--- src/hdl/msp_pkg.sv ---
`default_nettype none
// ---------------------------------------------------------------------------
// msp_pkg
// Shared types, constants and controller/datapath command codes for the
// masonry span placer.
// ---------------------------------------------------------------------------
package msp_pkg;

    localparam int MAX_COLUMNS_DEF = 16;
    localparam int QUEUE_DEPTH_DEF = 16;

    localparam int HEIGHT_W = 24;
    localparam int PIX_W    = 16;
    localparam int CFG_IDX_W = 3;
    localparam int CFG_DAT_W = 16;

    // configuration register indexes
    localparam logic [CFG_IDX_W-1:0] REG_COLUMN_WIDTH     = 3'd0;
    localparam logic [CFG_IDX_W-1:0] REG_NUM_COLUMNS      = 3'd1;
    localparam logic [CFG_IDX_W-1:0] REG_LEVEL_THRESHOLD  = 3'd2;
    localparam logic [CFG_IDX_W-1:0] REG_GROUP_MARGIN     = 3'd3;
    localparam logic [CFG_IDX_W-1:0] REG_MIN_SCENE_HEIGHT = 3'd4;

    // register reset values
    localparam logic [11:0] COLUMN_WIDTH_RST     = 12'd200;
    localparam logic [4:0]  NUM_COLUMNS_RST      = 5'd4;
    localparam logic [15:0] LEVEL_THRESHOLD_RST  = 16'd50;
    localparam logic [15:0] GROUP_MARGIN_RST     = 16'd25;
    localparam logic [15:0] MIN_SCENE_HEIGHT_RST = 16'd0;

    // command codes
    localparam logic CMD_PLACE  = 1'b0;
    localparam logic CMD_FINISH = 1'b1;

    // result kinds
    localparam logic KIND_PLACE = 1'b0;
    localparam logic KIND_SIZE  = 1'b1;

    typedef struct packed {
        logic        cmd;
        logic [15:0] item_id;
        logic [4:0]  span;
        logic [15:0] item_height;
        logic        group_change;
    } in_t;

    typedef struct packed {
        logic        kind;
        logic [15:0] item_id_res;
        logic [15:0] x_pos;
        logic [23:0] y_pos;
        logic        last;
    } out_t;

    // pending queue entry
    typedef struct packed {
        logic [15:0] id;
        logic [4:0]  span;
        logic [15:0] height;
    } qent_t;

    // datapath operations issued by the controller
    typedef enum logic [4:0] {
        OP_NONE,
        OP_LATCH,
        OP_LOAD_Q,
        OP_LOAD_ITEM,
        OP_LOW_INIT,
        OP_LOW_STEP,
        OP_WIN_SETUP,
        OP_WIN_BEGIN,
        OP_WIN_STEP,
        OP_WIN_NEXT,
        OP_SEL_LEVEL,
        OP_LW_INIT,
        OP_LW_BEGIN,
        OP_LW_STEP,
        OP_LW_EVAL,
        OP_SEL_LOW,
        OP_EMIT,
        OP_RAISE,
        OP_DEQ,
        OP_ENQ,
        OP_TALL_INIT,
        OP_TALL_STEP,
        OP_LIFT_INIT,
        OP_LIFT,
        OP_EMIT_SIZE,
        OP_CLEAR,
        OP_FLUSH
    } op_t;

    typedef struct packed {
        op_t op;
    } ctl_t;

    typedef struct packed {
        logic qempty;
        logic qfull;
        logic finish;
        logic grp;
        logic last_col;
        logic win_end;
        logic raise_end;
        logic win_none;
        logic win_level;
        logic lw_done;
    } sts_t;

endpackage
`default_nettype wire

--- src/hdl/masonry_span_placer.sv ---
`default_nettype none
// Column heights come from a RAM with a registered read. A request runs, as it needs them,
// a level try over the windows around the lowest column, a forced placement on the window
// with the lowest top, emit and raise, a group lift and the size report.
// Results wait in a one-deep buffer until the next is made; the last one comes out in
// the first cycle with busy low. Throughput: one request at a time, taken when busy is low.
// Reset: clears the columns and the queue and resets the registers; the receiver cannot stall.
// ---------------------------------------------------------------------------
// masonry_span_placer
// Top level: skyline masonry placement of items over a row of columns, with
// a pending queue, group breaks and a finish command reporting the size.
// ---------------------------------------------------------------------------
module masonry_span_placer
    import msp_pkg::*;
#(
    parameter int MAX_COLUMNS = MAX_COLUMNS_DEF,
    parameter int QUEUE_DEPTH = QUEUE_DEPTH_DEF
) (
    input  wire logic                 clk,
    input  wire logic                 rst_n,
    input  wire logic                 start,
    output logic                      busy,
    input  wire in_t                  request,
    input  wire logic                 cfg_valid,
    output logic                      cfg_ready,
    input  wire logic [CFG_IDX_W-1:0] cfg_index,
    input  wire logic [CFG_DAT_W-1:0] cfg_data,
    output logic                      result_valid,
    output out_t                      result
);

    ctl_t ctl;
    sts_t sts;

    // configuration is always taken
    assign cfg_ready = 1'b1;

    // sequencer
    msp_ctrl u_ctrl (
        .clk   (clk),
        .rst_n (rst_n),
        .start (start),
        .busy  (busy),
        .ctl   (ctl),
        .sts   (sts)
    );

    // datapath
    msp_dp #(
        .MAX_COLUMNS (MAX_COLUMNS),
        .QUEUE_DEPTH (QUEUE_DEPTH)
    ) u_dp (
        .clk          (clk),
        .rst_n        (rst_n),
        .ctl          (ctl),
        .sts          (sts),
        .request      (request),
        .cfg_valid    (cfg_valid),
        .cfg_index    (cfg_index),
        .cfg_data     (cfg_data),
        .result_valid (result_valid),
        .result       (result)
    );

endmodule
`default_nettype wire

--- src/hdl/msp_ram.sv ---
`default_nettype none
// ---------------------------------------------------------------------------
// msp_ram
// Generic single write port, single read port RAM with registered read.
// ---------------------------------------------------------------------------
module msp_ram #(
    parameter int WIDTH = 8,
    parameter int DEPTH = 16,
    localparam int AW = (DEPTH > 1) ? $clog2(DEPTH) : 1
) (
    input  wire logic             clk,
    input  wire logic             we,
    input  wire logic [AW-1:0]    waddr,
    input  wire logic [WIDTH-1:0] wdata,
    input  wire logic [AW-1:0]    raddr,
    output logic      [WIDTH-1:0] rdata
);

    logic [WIDTH-1:0] mem [DEPTH];

    // write and registered read
    always_ff @(posedge clk)
    begin
        if (we)
        begin
            mem[waddr] <= wdata;
        end
        rdata <= mem[raddr];
    end

endmodule
`default_nettype wire

--- src/hdl/msp_ctrl.sv ---
`default_nettype none
// ---------------------------------------------------------------------------
// msp_ctrl
// Sequencer for the placer: drains the pending queue, handles group breaks,
// places the request or reports the size, and issues one datapath operation per cycle.
// ---------------------------------------------------------------------------
module msp_ctrl
    import msp_pkg::*;
(
    input  wire logic clk,
    input  wire logic rst_n,
    input  wire logic start,
    output logic      busy,
    output ctl_t      ctl,
    input  wire sts_t sts
);

    typedef enum logic [4:0] {
        S_IDLE, S_DL, S_DL_LOAD, S_AFTER_DL, S_DF, S_DF_LOAD, S_ITEM, S_ITEM_FAIL,
        S_LV_LOWI, S_LV_LOWA, S_LV_LOWD, S_LV_SETUP, S_LV_WCHK, S_LV_WA, S_LV_WD,
        S_LV_WEVAL, S_LW_INIT, S_LW_CHK, S_LW_A, S_LW_D, S_LW_EVAL, S_EMIT,
        S_RAISE, S_DEQ, S_TALL_I, S_TALL_A, S_TALL_D, S_LIFT_I, S_LIFT, S_SIZE,
        S_CLEAR, S_DONE
    } state_t;

    // who called the placement routine
    typedef enum logic [1:0] {
        P_DL, P_DF, P_ITEM, P_FORCE_ITEM
    } proc_t;

    state_t state_reg, state_next;
    proc_t  proc_reg, proc_next;
    op_t    op;

    // next state and operation decode
    always_comb
    begin
        state_next = state_reg;
        proc_next  = proc_reg;
        op         = OP_NONE;
        unique case (state_reg)
            S_IDLE:
            begin
                if (start)
                begin
                    op         = OP_LATCH;
                    state_next = S_DL;
                end
            end
            S_DL:       state_next = sts.qempty ? S_AFTER_DL : S_DL_LOAD;
            S_DL_LOAD:
            begin
                op         = OP_LOAD_Q;
                proc_next  = P_DL;
                state_next = S_LV_LOWI;
            end
            S_AFTER_DL: state_next = (sts.finish || sts.grp) ? S_DF : S_ITEM;
            S_DF:       state_next = sts.qempty ? S_TALL_I : S_DF_LOAD;
            S_DF_LOAD:
            begin
                op         = OP_LOAD_Q;
                proc_next  = P_DF;
                state_next = S_LW_INIT;
            end
            S_ITEM:
            begin
                op         = OP_LOAD_ITEM;
                proc_next  = P_ITEM;
                state_next = S_LV_LOWI;
            end
            S_ITEM_FAIL:
            begin
                if (!sts.qfull)
                begin
                    op         = OP_ENQ;
                    state_next = S_DONE;
                end
                else
                begin
                    proc_next  = P_FORCE_ITEM;
                    state_next = S_LW_INIT;
                end
            end
            // level placement: lowest column, then candidate windows
            S_LV_LOWI:
            begin
                op         = OP_LOW_INIT;
                state_next = S_LV_LOWA;
            end
            S_LV_LOWA:  state_next = S_LV_LOWD;
            S_LV_LOWD:
            begin
                op         = OP_LOW_STEP;
                state_next = sts.last_col ? S_LV_SETUP : S_LV_LOWA;
            end
            S_LV_SETUP:
            begin
                op         = OP_WIN_SETUP;
                state_next = S_LV_WCHK;
            end
            S_LV_WCHK:
            begin
                if (sts.win_none)
                begin
                    state_next = (proc_reg == P_DL) ? S_AFTER_DL : S_ITEM_FAIL;
                end
                else
                begin
                    op         = OP_WIN_BEGIN;
                    state_next = S_LV_WA;
                end
            end
            S_LV_WA:    state_next = S_LV_WD;
            S_LV_WD:
            begin
                op         = OP_WIN_STEP;
                state_next = sts.win_end ? S_LV_WEVAL : S_LV_WA;
            end
            S_LV_WEVAL:
            begin
                if (sts.win_level)
                begin
                    op         = OP_SEL_LEVEL;
                    state_next = S_EMIT;
                end
                else
                begin
                    op         = OP_WIN_NEXT;
                    state_next = S_LV_WCHK;
                end
            end
            // forced placement on the lowest window
            S_LW_INIT:
            begin
                op         = OP_LW_INIT;
                state_next = S_LW_CHK;
            end
            S_LW_CHK:
            begin
                if (sts.lw_done)
                begin
                    op         = OP_SEL_LOW;
                    state_next = S_EMIT;
                end
                else
                begin
                    op         = OP_LW_BEGIN;
                    state_next = S_LW_A;
                end
            end
            S_LW_A:     state_next = S_LW_D;
            S_LW_D:
            begin
                op         = OP_LW_STEP;
                state_next = sts.win_end ? S_LW_EVAL : S_LW_A;
            end
            S_LW_EVAL:
            begin
                op         = OP_LW_EVAL;
                state_next = S_LW_CHK;
            end
            // report placement and raise the window
            S_EMIT:
            begin
                op         = OP_EMIT;
                state_next = S_RAISE;
            end
            S_RAISE:
            begin
                op = OP_RAISE;
                if (sts.raise_end)
                begin
                    state_next = (proc_reg == P_DL || proc_reg == P_DF) ? S_DEQ : S_DONE;
                end
            end
            S_DEQ:
            begin
                op         = OP_DEQ;
                state_next = (proc_reg == P_DL) ? S_DL : S_DF;
            end
            // tallest column, then group lift or size report
            S_TALL_I:
            begin
                op         = OP_TALL_INIT;
                state_next = S_TALL_A;
            end
            S_TALL_A:   state_next = S_TALL_D;
            S_TALL_D:
            begin
                op = OP_TALL_STEP;
                if (sts.last_col)
                begin
                    state_next = sts.finish ? S_SIZE : S_LIFT_I;
                end
                else
                begin
                    state_next = S_TALL_A;
                end
            end
            S_LIFT_I:
            begin
                op         = OP_LIFT_INIT;
                state_next = S_LIFT;
            end
            S_LIFT:
            begin
                op         = OP_LIFT;
                state_next = sts.last_col ? S_ITEM : S_LIFT;
            end
            S_SIZE:
            begin
                op         = OP_EMIT_SIZE;
                state_next = S_CLEAR;
            end
            S_CLEAR:
            begin
                op         = OP_CLEAR;
                state_next = S_DONE;
            end
            S_DONE:
            begin
                op         = OP_FLUSH;
                state_next = S_IDLE;
            end
            default:    state_next = S_IDLE;
        endcase
    end

    // state registers
    always_ff @(posedge clk or negedge rst_n)
    begin
        if (!rst_n)
        begin
            state_reg <= S_IDLE;
            proc_reg  <= P_DL;
        end
        else
        begin
            state_reg <= state_next;
            proc_reg  <= proc_next;
        end
    end

    assign busy   = (state_reg != S_IDLE);
    assign ctl.op = op;

endmodule
`default_nettype wire

--- src/hdl/msp_dp.sv ---
`default_nettype none
// ---------------------------------------------------------------------------
// msp_dp
// Datapath: column height store, pending queue, scan registers, config
// registers and the one-deep result buffer that marks the last result.
// ---------------------------------------------------------------------------
module msp_dp
    import msp_pkg::*;
#(
    parameter int MAX_COLUMNS = MAX_COLUMNS_DEF,
    parameter int QUEUE_DEPTH = QUEUE_DEPTH_DEF
) (
    input  wire logic                 clk,
    input  wire logic                 rst_n,
    input  wire ctl_t                 ctl,
    output sts_t                      sts,
    input  wire in_t                  request,
    input  wire logic                 cfg_valid,
    input  wire logic [CFG_IDX_W-1:0] cfg_index,
    input  wire logic [CFG_DAT_W-1:0] cfg_data,
    output logic                      result_valid,
    output out_t                      result
);

    localparam int CW  = $clog2(MAX_COLUMNS);
    localparam int CNW = $clog2(MAX_COLUMNS + 1);
    localparam int SW  = CNW + 1;
    localparam int QW  = (QUEUE_DEPTH > 1) ? $clog2(QUEUE_DEPTH) : 1;
    localparam int QCW = $clog2(QUEUE_DEPTH + 1);

    // configuration
    logic [11:0] cw_reg;
    logic [4:0]  ncol_reg;
    logic [15:0] thr_reg, margin_reg, minh_reg;

    // working registers
    in_t                 item_reg;
    logic [15:0]         cur_id_reg, cur_h_reg;
    logic [4:0]          cur_span_reg;
    logic [CNW-1:0]      c_reg, i_reg, start_reg, low_reg, right_reg, best_reg;
    logic [CW-1:0]       c_d_reg;
    logic [HEIGHT_W-1:0] lowv_reg, lo_reg, hi_reg, top_reg, besth_reg, tall_reg, lift_reg;
    logic                have_reg;
    logic [QW-1:0]       head_reg;
    logic [QCW-1:0]      count_reg;
    logic [MAX_COLUMNS-1:0] hvalid_reg;
    out_t                buf_reg, out_reg;
    logic                buf_valid_reg, out_valid_reg;

    // memories
    logic [HEIGHT_W-1:0] hram_q, h_wdata, hd;
    logic                h_we;
    qent_t               q_rdata, q_wdata;
    logic [QW-1:0]       q_tail;
    logic [QW:0]         q_sum;

    // derived column values
    logic [7:0]     nc8, span8, s8;
    logic [CNW-1:0] n, s;
    logic [SW-1:0]  low1, left_v, lse, right_v;
    logic [HEIGHT_W:0] raise_sum, lift_sum;
    logic [HEIGHT_W-1:0] raise_val, lift_val, size_h;
    logic [31:0]    px, sx;
    logic [15:0]    x_place, x_size;
    out_t           push_data;
    logic           push;

    // columns in use and clamped span
    always_comb
    begin
        nc8 = {3'b000, ncol_reg};
        if (nc8 < 8'd2)
        begin
            nc8 = 8'd2;
        end
        else if (nc8 > 8'(MAX_COLUMNS))
        begin
            nc8 = 8'(MAX_COLUMNS);
        end
        n = CNW'(nc8);
        span8 = {3'b000, cur_span_reg};
        if (span8 == 8'd0)
        begin
            s8 = 8'd1;
        end
        else if (span8 > nc8)
        begin
            s8 = nc8;
        end
        else
        begin
            s8 = span8;
        end
        s = CNW'(s8);
    end

    // window bounds around the lowest column
    always_comb
    begin
        low1   = SW'(low_reg) + SW'(1);
        left_v = (low1 >= SW'(s)) ? (low1 - SW'(s)) : '0;
        lse    = SW'(low_reg) + SW'(s) - SW'(1);
        right_v = (lse > SW'(n) - SW'(1)) ? (SW'(n) - SW'(1)) : lse;
    end

    // saturating sums and pixel products
    always_comb
    begin
        raise_sum = {1'b0, top_reg} + (HEIGHT_W+1)'(cur_h_reg);
        raise_val = raise_sum[HEIGHT_W] ? '1 : raise_sum[HEIGHT_W-1:0];
        lift_sum  = {1'b0, tall_reg} + (HEIGHT_W+1)'(margin_reg);
        lift_val  = lift_sum[HEIGHT_W] ? '1 : lift_sum[HEIGHT_W-1:0];
        size_h    = (HEIGHT_W'(minh_reg) > tall_reg) ? HEIGHT_W'(minh_reg) : tall_reg;
        px        = 32'(start_reg) * 32'(cw_reg);
        sx        = 32'(n) * 32'(cw_reg);
        x_place   = (px > 32'h0000_FFFF) ? 16'hFFFF : px[15:0];
        x_size    = (sx > 32'h0000_FFFF) ? 16'hFFFF : sx[15:0];
    end

    // result to push into the buffer
    always_comb
    begin
        push = (ctl.op == OP_EMIT) || (ctl.op == OP_EMIT_SIZE);
        push_data.last = 1'b0;
        if (ctl.op == OP_EMIT_SIZE)
        begin
            push_data.kind        = KIND_SIZE;
            push_data.item_id_res = '0;
            push_data.x_pos       = x_size;
            push_data.y_pos       = size_h;
        end
        else
        begin
            push_data.kind        = KIND_PLACE;
            push_data.item_id_res = cur_id_reg;
            push_data.x_pos       = x_place;
            push_data.y_pos       = top_reg;
        end
    end

    // height store
    assign hd      = hvalid_reg[c_d_reg] ? hram_q : '0;
    assign h_we    = (ctl.op == OP_RAISE) || (ctl.op == OP_LIFT);
    assign h_wdata = (ctl.op == OP_RAISE) ? raise_val : lift_reg;

    msp_ram #(
        .WIDTH (HEIGHT_W),
        .DEPTH (MAX_COLUMNS)
    ) u_heights (
        .clk   (clk),
        .we    (h_we),
        .waddr (c_reg[CW-1:0]),
        .wdata (h_wdata),
        .raddr (c_reg[CW-1:0]),
        .rdata (hram_q)
    );

    // pending queue, read always at the head
    always_comb
    begin
        q_sum  = {1'b0, head_reg} + (QW+1)'(count_reg);
        q_tail = (q_sum >= (QW+1)'(QUEUE_DEPTH)) ? QW'(q_sum - (QW+1)'(QUEUE_DEPTH))
                                                 : QW'(q_sum);
        q_wdata.id     = item_reg.item_id;
        q_wdata.span   = item_reg.span;
        q_wdata.height = item_reg.item_height;
    end

    msp_ram #(
        .WIDTH ($bits(qent_t)),
        .DEPTH (QUEUE_DEPTH)
    ) u_queue (
        .clk   (clk),
        .we    (ctl.op == OP_ENQ),
        .waddr (q_tail),
        .wdata (q_wdata),
        .raddr (head_reg),
        .rdata (q_rdata)
    );

    // status to the controller
    always_comb
    begin
        sts.qempty    = (count_reg == '0);
        sts.qfull     = (count_reg == QCW'(QUEUE_DEPTH));
        sts.finish    = (item_reg.cmd == CMD_FINISH);
        sts.grp       = item_reg.group_change;
        sts.last_col  = (c_reg == n - CNW'(1));
        sts.win_end   = (SW'(c_reg) + SW'(1) == SW'(i_reg) + SW'(s));
        sts.raise_end = (SW'(c_reg) + SW'(1) == SW'(start_reg) + SW'(s));
        sts.win_none  = (SW'(i_reg) + SW'(s) > SW'(right_reg) + SW'(1));
        sts.win_level = ((hi_reg - lo_reg) < HEIGHT_W'(thr_reg));
        sts.lw_done   = (SW'(i_reg) + SW'(s) > SW'(n));
    end

    // datapath registers
    always_ff @(posedge clk or negedge rst_n)
    begin
        if (!rst_n)
        begin
            cw_reg        <= COLUMN_WIDTH_RST;
            ncol_reg      <= NUM_COLUMNS_RST;
            thr_reg       <= LEVEL_THRESHOLD_RST;
            margin_reg    <= GROUP_MARGIN_RST;
            minh_reg      <= MIN_SCENE_HEIGHT_RST;
            item_reg      <= '0;
            cur_id_reg    <= '0;
            cur_h_reg     <= '0;
            cur_span_reg  <= '0;
            c_reg         <= '0;
            c_d_reg       <= '0;
            i_reg         <= '0;
            start_reg     <= '0;
            low_reg       <= '0;
            right_reg     <= '0;
            best_reg      <= '0;
            lowv_reg      <= '0;
            lo_reg        <= '0;
            hi_reg        <= '0;
            top_reg       <= '0;
            besth_reg     <= '0;
            tall_reg      <= '0;
            lift_reg      <= '0;
            have_reg      <= 1'b0;
            head_reg      <= '0;
            count_reg     <= '0;
            hvalid_reg    <= '0;
            buf_reg       <= '0;
            out_reg       <= '0;
            buf_valid_reg <= 1'b0;
            out_valid_reg <= 1'b0;
        end
        else
        begin
            c_d_reg <= c_reg[CW-1:0];

            // configuration writes
            if (cfg_valid)
            begin
                unique case (cfg_index)
                    REG_COLUMN_WIDTH:     cw_reg     <= cfg_data[11:0];
                    REG_NUM_COLUMNS:      ncol_reg   <= cfg_data[4:0];
                    REG_LEVEL_THRESHOLD:  thr_reg    <= cfg_data;
                    REG_GROUP_MARGIN:     margin_reg <= cfg_data;
                    REG_MIN_SCENE_HEIGHT: minh_reg   <= cfg_data;
                    default:              ;
                endcase
            end

            // written columns become valid
            if (h_we)
            begin
                hvalid_reg[c_reg[CW-1:0]] <= 1'b1;
            end

            // one-deep buffer: the previous result leaves when a new one comes,
            // the held one leaves marked last when the request ends
            if (push)
            begin
                out_valid_reg <= buf_valid_reg;
                out_reg       <= buf_reg;
                buf_reg       <= push_data;
                buf_valid_reg <= 1'b1;
            end
            else if (ctl.op == OP_FLUSH)
            begin
                out_valid_reg <= buf_valid_reg;
                out_reg       <= {buf_reg[$bits(out_t)-1:1], 1'b1};
                buf_valid_reg <= 1'b0;
            end
            else
            begin
                out_valid_reg <= 1'b0;
            end

            unique case (ctl.op)
                OP_LATCH:     item_reg <= request;
                OP_LOAD_Q:
                begin
                    cur_id_reg   <= q_rdata.id;
                    cur_span_reg <= q_rdata.span;
                    cur_h_reg    <= q_rdata.height;
                end
                OP_LOAD_ITEM:
                begin
                    cur_id_reg   <= item_reg.item_id;
                    cur_span_reg <= item_reg.span;
                    cur_h_reg    <= item_reg.item_height;
                end
                OP_LOW_INIT:  c_reg <= '0;
                OP_LOW_STEP:
                begin
                    if (c_reg == '0 || hd < lowv_reg)
                    begin
                        low_reg  <= c_reg;
                        lowv_reg <= hd;
                    end
                    c_reg <= c_reg + CNW'(1);
                end
                OP_WIN_SETUP:
                begin
                    i_reg     <= CNW'(left_v);
                    right_reg <= CNW'(right_v);
                end
                OP_WIN_BEGIN: c_reg <= i_reg;
                OP_WIN_STEP:
                begin
                    if (c_reg == i_reg)
                    begin
                        lo_reg <= hd;
                        hi_reg <= hd;
                    end
                    else
                    begin
                        if (hd < lo_reg)
                        begin
                            lo_reg <= hd;
                        end
                        if (hd > hi_reg)
                        begin
                            hi_reg <= hd;
                        end
                    end
                    c_reg <= c_reg + CNW'(1);
                end
                OP_WIN_NEXT:  i_reg <= i_reg + CNW'(1);
                OP_SEL_LEVEL:
                begin
                    start_reg <= i_reg;
                    top_reg   <= hi_reg;
                end
                OP_LW_INIT:
                begin
                    i_reg    <= '0;
                    have_reg <= 1'b0;
                end
                OP_LW_BEGIN:
                begin
                    c_reg   <= i_reg;
                    top_reg <= '0;
                end
                OP_LW_STEP:
                begin
                    if (hd > top_reg)
                    begin
                        top_reg <= hd;
                    end
                    c_reg <= c_reg + CNW'(1);
                end
                OP_LW_EVAL:
                begin
                    if (!have_reg || top_reg < besth_reg)
                    begin
                        best_reg  <= i_reg;
                        besth_reg <= top_reg;
                        have_reg  <= 1'b1;
                    end
                    i_reg <= i_reg + CNW'(1);
                end
                OP_SEL_LOW:
                begin
                    start_reg <= best_reg;
                    top_reg   <= besth_reg;
                end
                OP_EMIT:      c_reg <= start_reg;
                OP_RAISE:     c_reg <= c_reg + CNW'(1);
                OP_DEQ:
                begin
                    head_reg  <= (head_reg == QW'(QUEUE_DEPTH - 1)) ? '0
                                                                    : head_reg + QW'(1);
                    count_reg <= count_reg - QCW'(1);
                end
                OP_ENQ:       count_reg <= count_reg + QCW'(1);
                OP_TALL_INIT:
                begin
                    c_reg    <= '0;
                    tall_reg <= '0;
                end
                OP_TALL_STEP:
                begin
                    if (hd > tall_reg)
                    begin
                        tall_reg <= hd;
                    end
                    c_reg <= c_reg + CNW'(1);
                end
                OP_LIFT_INIT:
                begin
                    c_reg    <= '0;
                    lift_reg <= lift_val;
                end
                OP_LIFT:      c_reg <= c_reg + CNW'(1);
                OP_CLEAR:
                begin
                    hvalid_reg <= '0;
                    head_reg   <= '0;
                    count_reg  <= '0;
                end
                default:      ;
            endcase
        end
    end

    assign result_valid = out_valid_reg;
    assign result       = out_reg;

endmodule
`default_nettype wire

--- config.mk ---
export PLATFORM = sky130hd
export DESIGN_NAME = masonry_span_placer
export DESIGN_NICKNAME = d
export VERILOG_FILES = /design/src/hdl/msp_pkg.sv /design/src/hdl/masonry_span_placer.sv /design/src/hdl/msp_ram.sv /design/src/hdl/msp_ctrl.sv /design/src/hdl/msp_dp.sv
export SDC_FILE = /design/constraint.sdc
export NUM_CORES = 2
export LEC_CHECK = 0
export ABC_AREA = 1
export BUFFER_PORTS_ARGS = -buffer_cell sky130_fd_sc_hd__buf_2
export CORE_MARGIN = 3
export CORE_UTILIZATION = 45
export CTS_CLUSTER_SIZE = 8
export DETAILED_ROUTE_END_ITERATION = 10
export PLACE_DENSITY_LB_ADDON = 0.1
export REMOVE_ABC_BUFFERS = 1
export SLEW_MARGIN = 20
export SYNTH_ARGS = -nofsm -noshare
export SYNTH_HDL_FRONTEND = slang
export SYNTH_SLANG_ARGS = --single-unit
--- constraint.sdc ---
create_clock -name clk -period 11.9 [get_ports clk]
set_input_delay 2.38 -clock clk [delete_from_list [all_inputs] [get_ports clk]]
set_output_delay 2.38 -clock clk [all_outputs]
set_load 0.02 [all_outputs]
==> summary.md <==
| Metric | Value |
|---|---|
| Outcome | `finished, final reports clean` |
| Total power divided by cell area | `285 mW/mm²` |
| Number of library cell types mapped by synthesis | `67` |
| Slew Limit Fails | `0` |
| Cell area after synthesis | `0.0730 mm²` |
| Count of input and output buffers | `121` |
| Met3 Usage GRT | `4.02%` |
| Peak clock frequency supported by timing | `152 MHz` |
| Critical Path Source Type | `flop` |
| Sum Neg Setup Slack | `0 ns` |
| Final Hold Violating Endpoints | `0` |
| Overall via count from detail_route | `53,800` |
| Initial antenna violation count | `3` |
| Die Outline Area | `0.167 mm²` |
| Kind of cell adding the most delay to the critical path | `simple AND/OR/NAND/NOR gates` |
| Internal power contribution | `13.7 mW` |
| DRT iter0 DRCs | `4,853` |
| Area post-placement | `0.0761 mm²` |
| Skew-Pair Late Insertion Delay | `0.85 ns` |
| Sequential share of power | `32.9%` |
| Number of remaining DRC errors | `0` |
| Net switching share of the total power | `42.0%` |
| Met2 capacity usage during global routing | `43.6%` |
| Sequential fraction of the synthesis area | `58.7%` |
| Post-detailed-routing wire length | `222 mm` |
| Final number of setup-violating endpoints | `0` |
| Hold-critical path depth | `2` |
| Worst-margin pin slew | `1.19 ns` |
| Congestion Overflow GR | `0` |
| Area growth from synthesis to layout | `13.1%` |
| Max FFs per register | `592` |
| Via count of the first global-routing pass | `52,800` |
| Total area of sequential cells | `0.0429 mm²` |
| Most numerous cell on the critical path | `nand2_1` |
| Static leakage | `34.3 nW` |
| Endpoint kind of the worst setup timing path | `flop` |
| Flip-flop and latch count after synthesis | `1,530` |
| Crit path max fanout | `33` |
| Worst setup path category | `reg2reg` |
| Post-layout total power | `23.6 mW` |
| Count of H-tree levels built during CTS | `4` |
| Maximum cell stage delay along the critical path | `0.74 ns` |
| Max-cap violations | `0` |
| Row count | `147` |
| Min Tclk post-route | `6.58 ns` |
| Number of routed nets with antenna violations | `0` |
| Maximum number of pins on one net before global-route repair | `208` |
| VDD IR-drop max | `275 µV` |
| Clock-pin slew on the worst setup and hold paths | `0.05 ns` |
| Startpoint of the most critical hold path | `u_dp.buf_reg[24]` |
| Design area | `0.0825 mm²` |
| Number of warnings issued by yosys | `0` |
| CTS max path bufs | `3` |
| Number of enable flip-flop cells after synthesis | `976` |
| Starting utilization of the core area | `45.4%` |
| Proportion of synthesized flip-flops having asynchronous set or reset | `32.2%` |
| Max-slew headroom | `20.4%` |
| Peak-usage layer in the global routing report | `met2` |
| Core box area | `0.161 mm²` |
| GR Util met1 | `35.6%` |
| Ranking of synthesized cells by area | `edfxtp_1, dfrtp_1, nand2_1` |
| Number of buffers inserted by post-CTS setup repair | `0` |
| Global-route wire length before repair | `335 mm` |
| FF-to-FF End | `u_dp.start_reg[4]` |
| Number of buffers inserted during clock tree synthesis | `212` |
| Hold slack final | `0.461 ns` |
| Relative contribution of combinational cells to total power | `42.9%` |
| Part of the power in the clock network | `24.1%` |
| Total of fill cells in the finished design | `14,700` |
| Per-instance average area after synthesis | `10.2 µm²` |
| Reg with most FFs | `u_dp.u_queue.mem` |
| First drt pass iteration count | `6` |
| Reg-to-reg setup timing slack | `5.32 ns` |
| Count of instances resized after the clock tree is built | `0` |
| Crit-path slowest cell | `dfrtp_1` |
| GPL Wtd Cong | `0.897` |
| DP Wirelength | `136 mm` |
| Average detailed-routed wire length per instance | `23.1 µm` |
| Combined global-route utilization of all metal layers | `26.4%` |
| Number of nets at the end of the flow | `7,757` |
| Ports placed on the boundary | `123` |
| Number of instances in the synthesized netlist | `7,181` |
| Multi-input gate area | `0.0266 mm²` |
| Worst hold path endpoint | `u_dp.result[24]` |
| Worst clock skew | `0.0477 ns` |
| Crit path required time | `12.59 ns` |
| Fraction of the cycle the final worst path needs | `55.3%` |
| Path depth of the worst reg2reg path | `27` |
| Post-synth top flop | `edfxtp_1` |
| TritonCTS clock tree | `yes` |
| Worst min path class | `reg2reg` |
| Unrepaired setup endpoints after global routing | `no` |
| Hold buffer count at CTS | `0` |
| Vias per cell | `5.59` |
| Switch Pwr | `9.90 mW` |
| Count of buffering cells on the critical path with inverters included | `5` |
| Final design utilization | `51.3%` |
| Yosys top cell area share | `40.2%` |
| Die height | `409 µm` |
| Clock net sink count | `1,530` |
| Share of cells above drive strength 1 | `8.64%` |
| Die width | `409 µm` |
| Root Driver | `clkbuf_16` |
| Critical Path AT | `7.27 ns` |
| Cell taking the most area after synthesis | `edfxtp_1` |
| Worst reg2reg path startpoint | `u_dp.ncol_reg[4]` |
## synth_stat cells (all sizes together) (38+ instances only)
cell and instances:
a21oi 291, a221oi 45, buf 60, clkbuf 279, dfrtp 483, dfxtp 61
edfxtp 976, fa 69, ha 339, inv 655, mux2 44, nand2 1445
nand3 348, nand4 104, nor2 655, nor3 47, o21ai 732, o221ai 88
o22ai 186, xnor2 38, xor2 57
## per-stage QoR
stage | std cells | worst slack [ns]
after CTS | 9618 | 5.30
after detailed placement | 9226 | 5.37
final | 9626 | 5.32
after global placement | 9222 | 5.45
after floorplan | 6843 | 0.0618
after global routing | 9625 | 4.78
## layer usage
metal	up-vias	part of all wire (%)
li1	25200	-
met1	26500	43
met2	1753	48
met3	370	6.3
met4	0	3.2
met5	-	0
## logic make-up (layout without fill, tap and decap cells)
group | count (synthesis) | in the layout | share of synthesized area [%]
buffers and inverters | 1003 | 1286 | 5.28
AOI/OAI and AO/OA | 1470 | 1470 | 11.6
muxes | 44 | 44 | 0.679
xor gates and xnor gates | 95 | 95 | 1.14
other | 1 | 3 | 0.00514
DFF | 1530 | 1530 | 58.7
adders and majority gates | 408 | 408 | 7.70
and+or+nand+nor | 2630 | 2630 | 14.9
## worst reg2reg max path: stages (launching register included)
cell      delay [ns]
dfrtp_1         0.74
inv_1           0.25
nand2_1         0.12
nand2_1         0.10
inv_1           0.41
ha_1            0.22
nand2_1         0.08
o311ai_0        0.54
nand2_1         0.24
inv_1           0.17
nor2_1          0.06
nor3_1          0.49
ha_1            0.39
a21oi_1         0.14
nand2_1         0.08
or2_2           0.27
nand2_1         0.10
inv_1           0.08
ha_1            0.30
a21oi_1         0.15
a21oi_1         0.08
o22ai_1         0.32
nand2_1         0.14
nand2_1         0.08
buf_4           0.38
mux2_2          0.40
nand2_1         0.06
o21ai_0         0.08
## worst max-delay path by stage
| stage | start | cells after the start | endpoint | slack, ns |
|---|---|---|---|---|
| detailed placement | u_dp.ncol_reg[4] | 27 | u_dp.start_reg[4] | 5.37 |
| global route | u_dp.ncol_reg[4] | 27 | u_dp.start_reg[3] | 4.78 |
| finish | u_dp.ncol_reg[4] | 27 | u_dp.start_reg[4] | 5.32 |
| CTS | u_dp.ncol_reg[4] | 27 | u_dp.start_reg[4] | 5.30 |
| global placement | u_dp.ncol_reg[4] | 27 | u_dp.start_reg[4] | 5.45 |
| floorplan | u_dp.head_reg[0] | 5 | u_dp.u_queue.rdata[35] | 0.06 |
## cells in the final DEF (no fill, tap or decap), drive strengths merged, types with 20 or more instances in the layout
master,netlist,routed
a21oi,291,291
buf,60,227
xor2,57,57
a22oi,30,30
edfxtp,976,976
nand3,348,348
dfxtp,61,61
fa,69,69
o221ai,88,88
ha,339,339
nor2,655,655
a221oi,45,45
clkinv,9,20
mux2,44,44
inv,655,665
nand2,1445,1445
dfrtp,483,483
o22ai,186,186
nand4,104,104
o21ai,732,732
clkbuf,279,373
nor3,47,47
xnor2,38,38
## power by group through the flow
stage          registers, mW  clock network (mW)  logic [mW]
6_report                7.76                5.69        10.1
3_3_place_gp            7.83                   0        9.90
3_5_place_dp            7.84                   0        10.0
5_1_grt                 7.84                6.02        11.5
2_1_floorplan           7.54                   0        6.99
4_1_cts                 7.75                5.79        10.1
## final cells by class
cell class / count / share of cell area [%]
diodes: 1 / 0.00303
clock buffers: 370 / 7.18
clock inverters: 22 / 0.434
inverters: 664 / 3.03
multi-input cells: 4649 / 32.2
flip-flops and latches: 1530 / 52.0
well taps: 2160 / 3.28
repair buffers: 230 / 1.88
(Power assumes the default switching activity.)
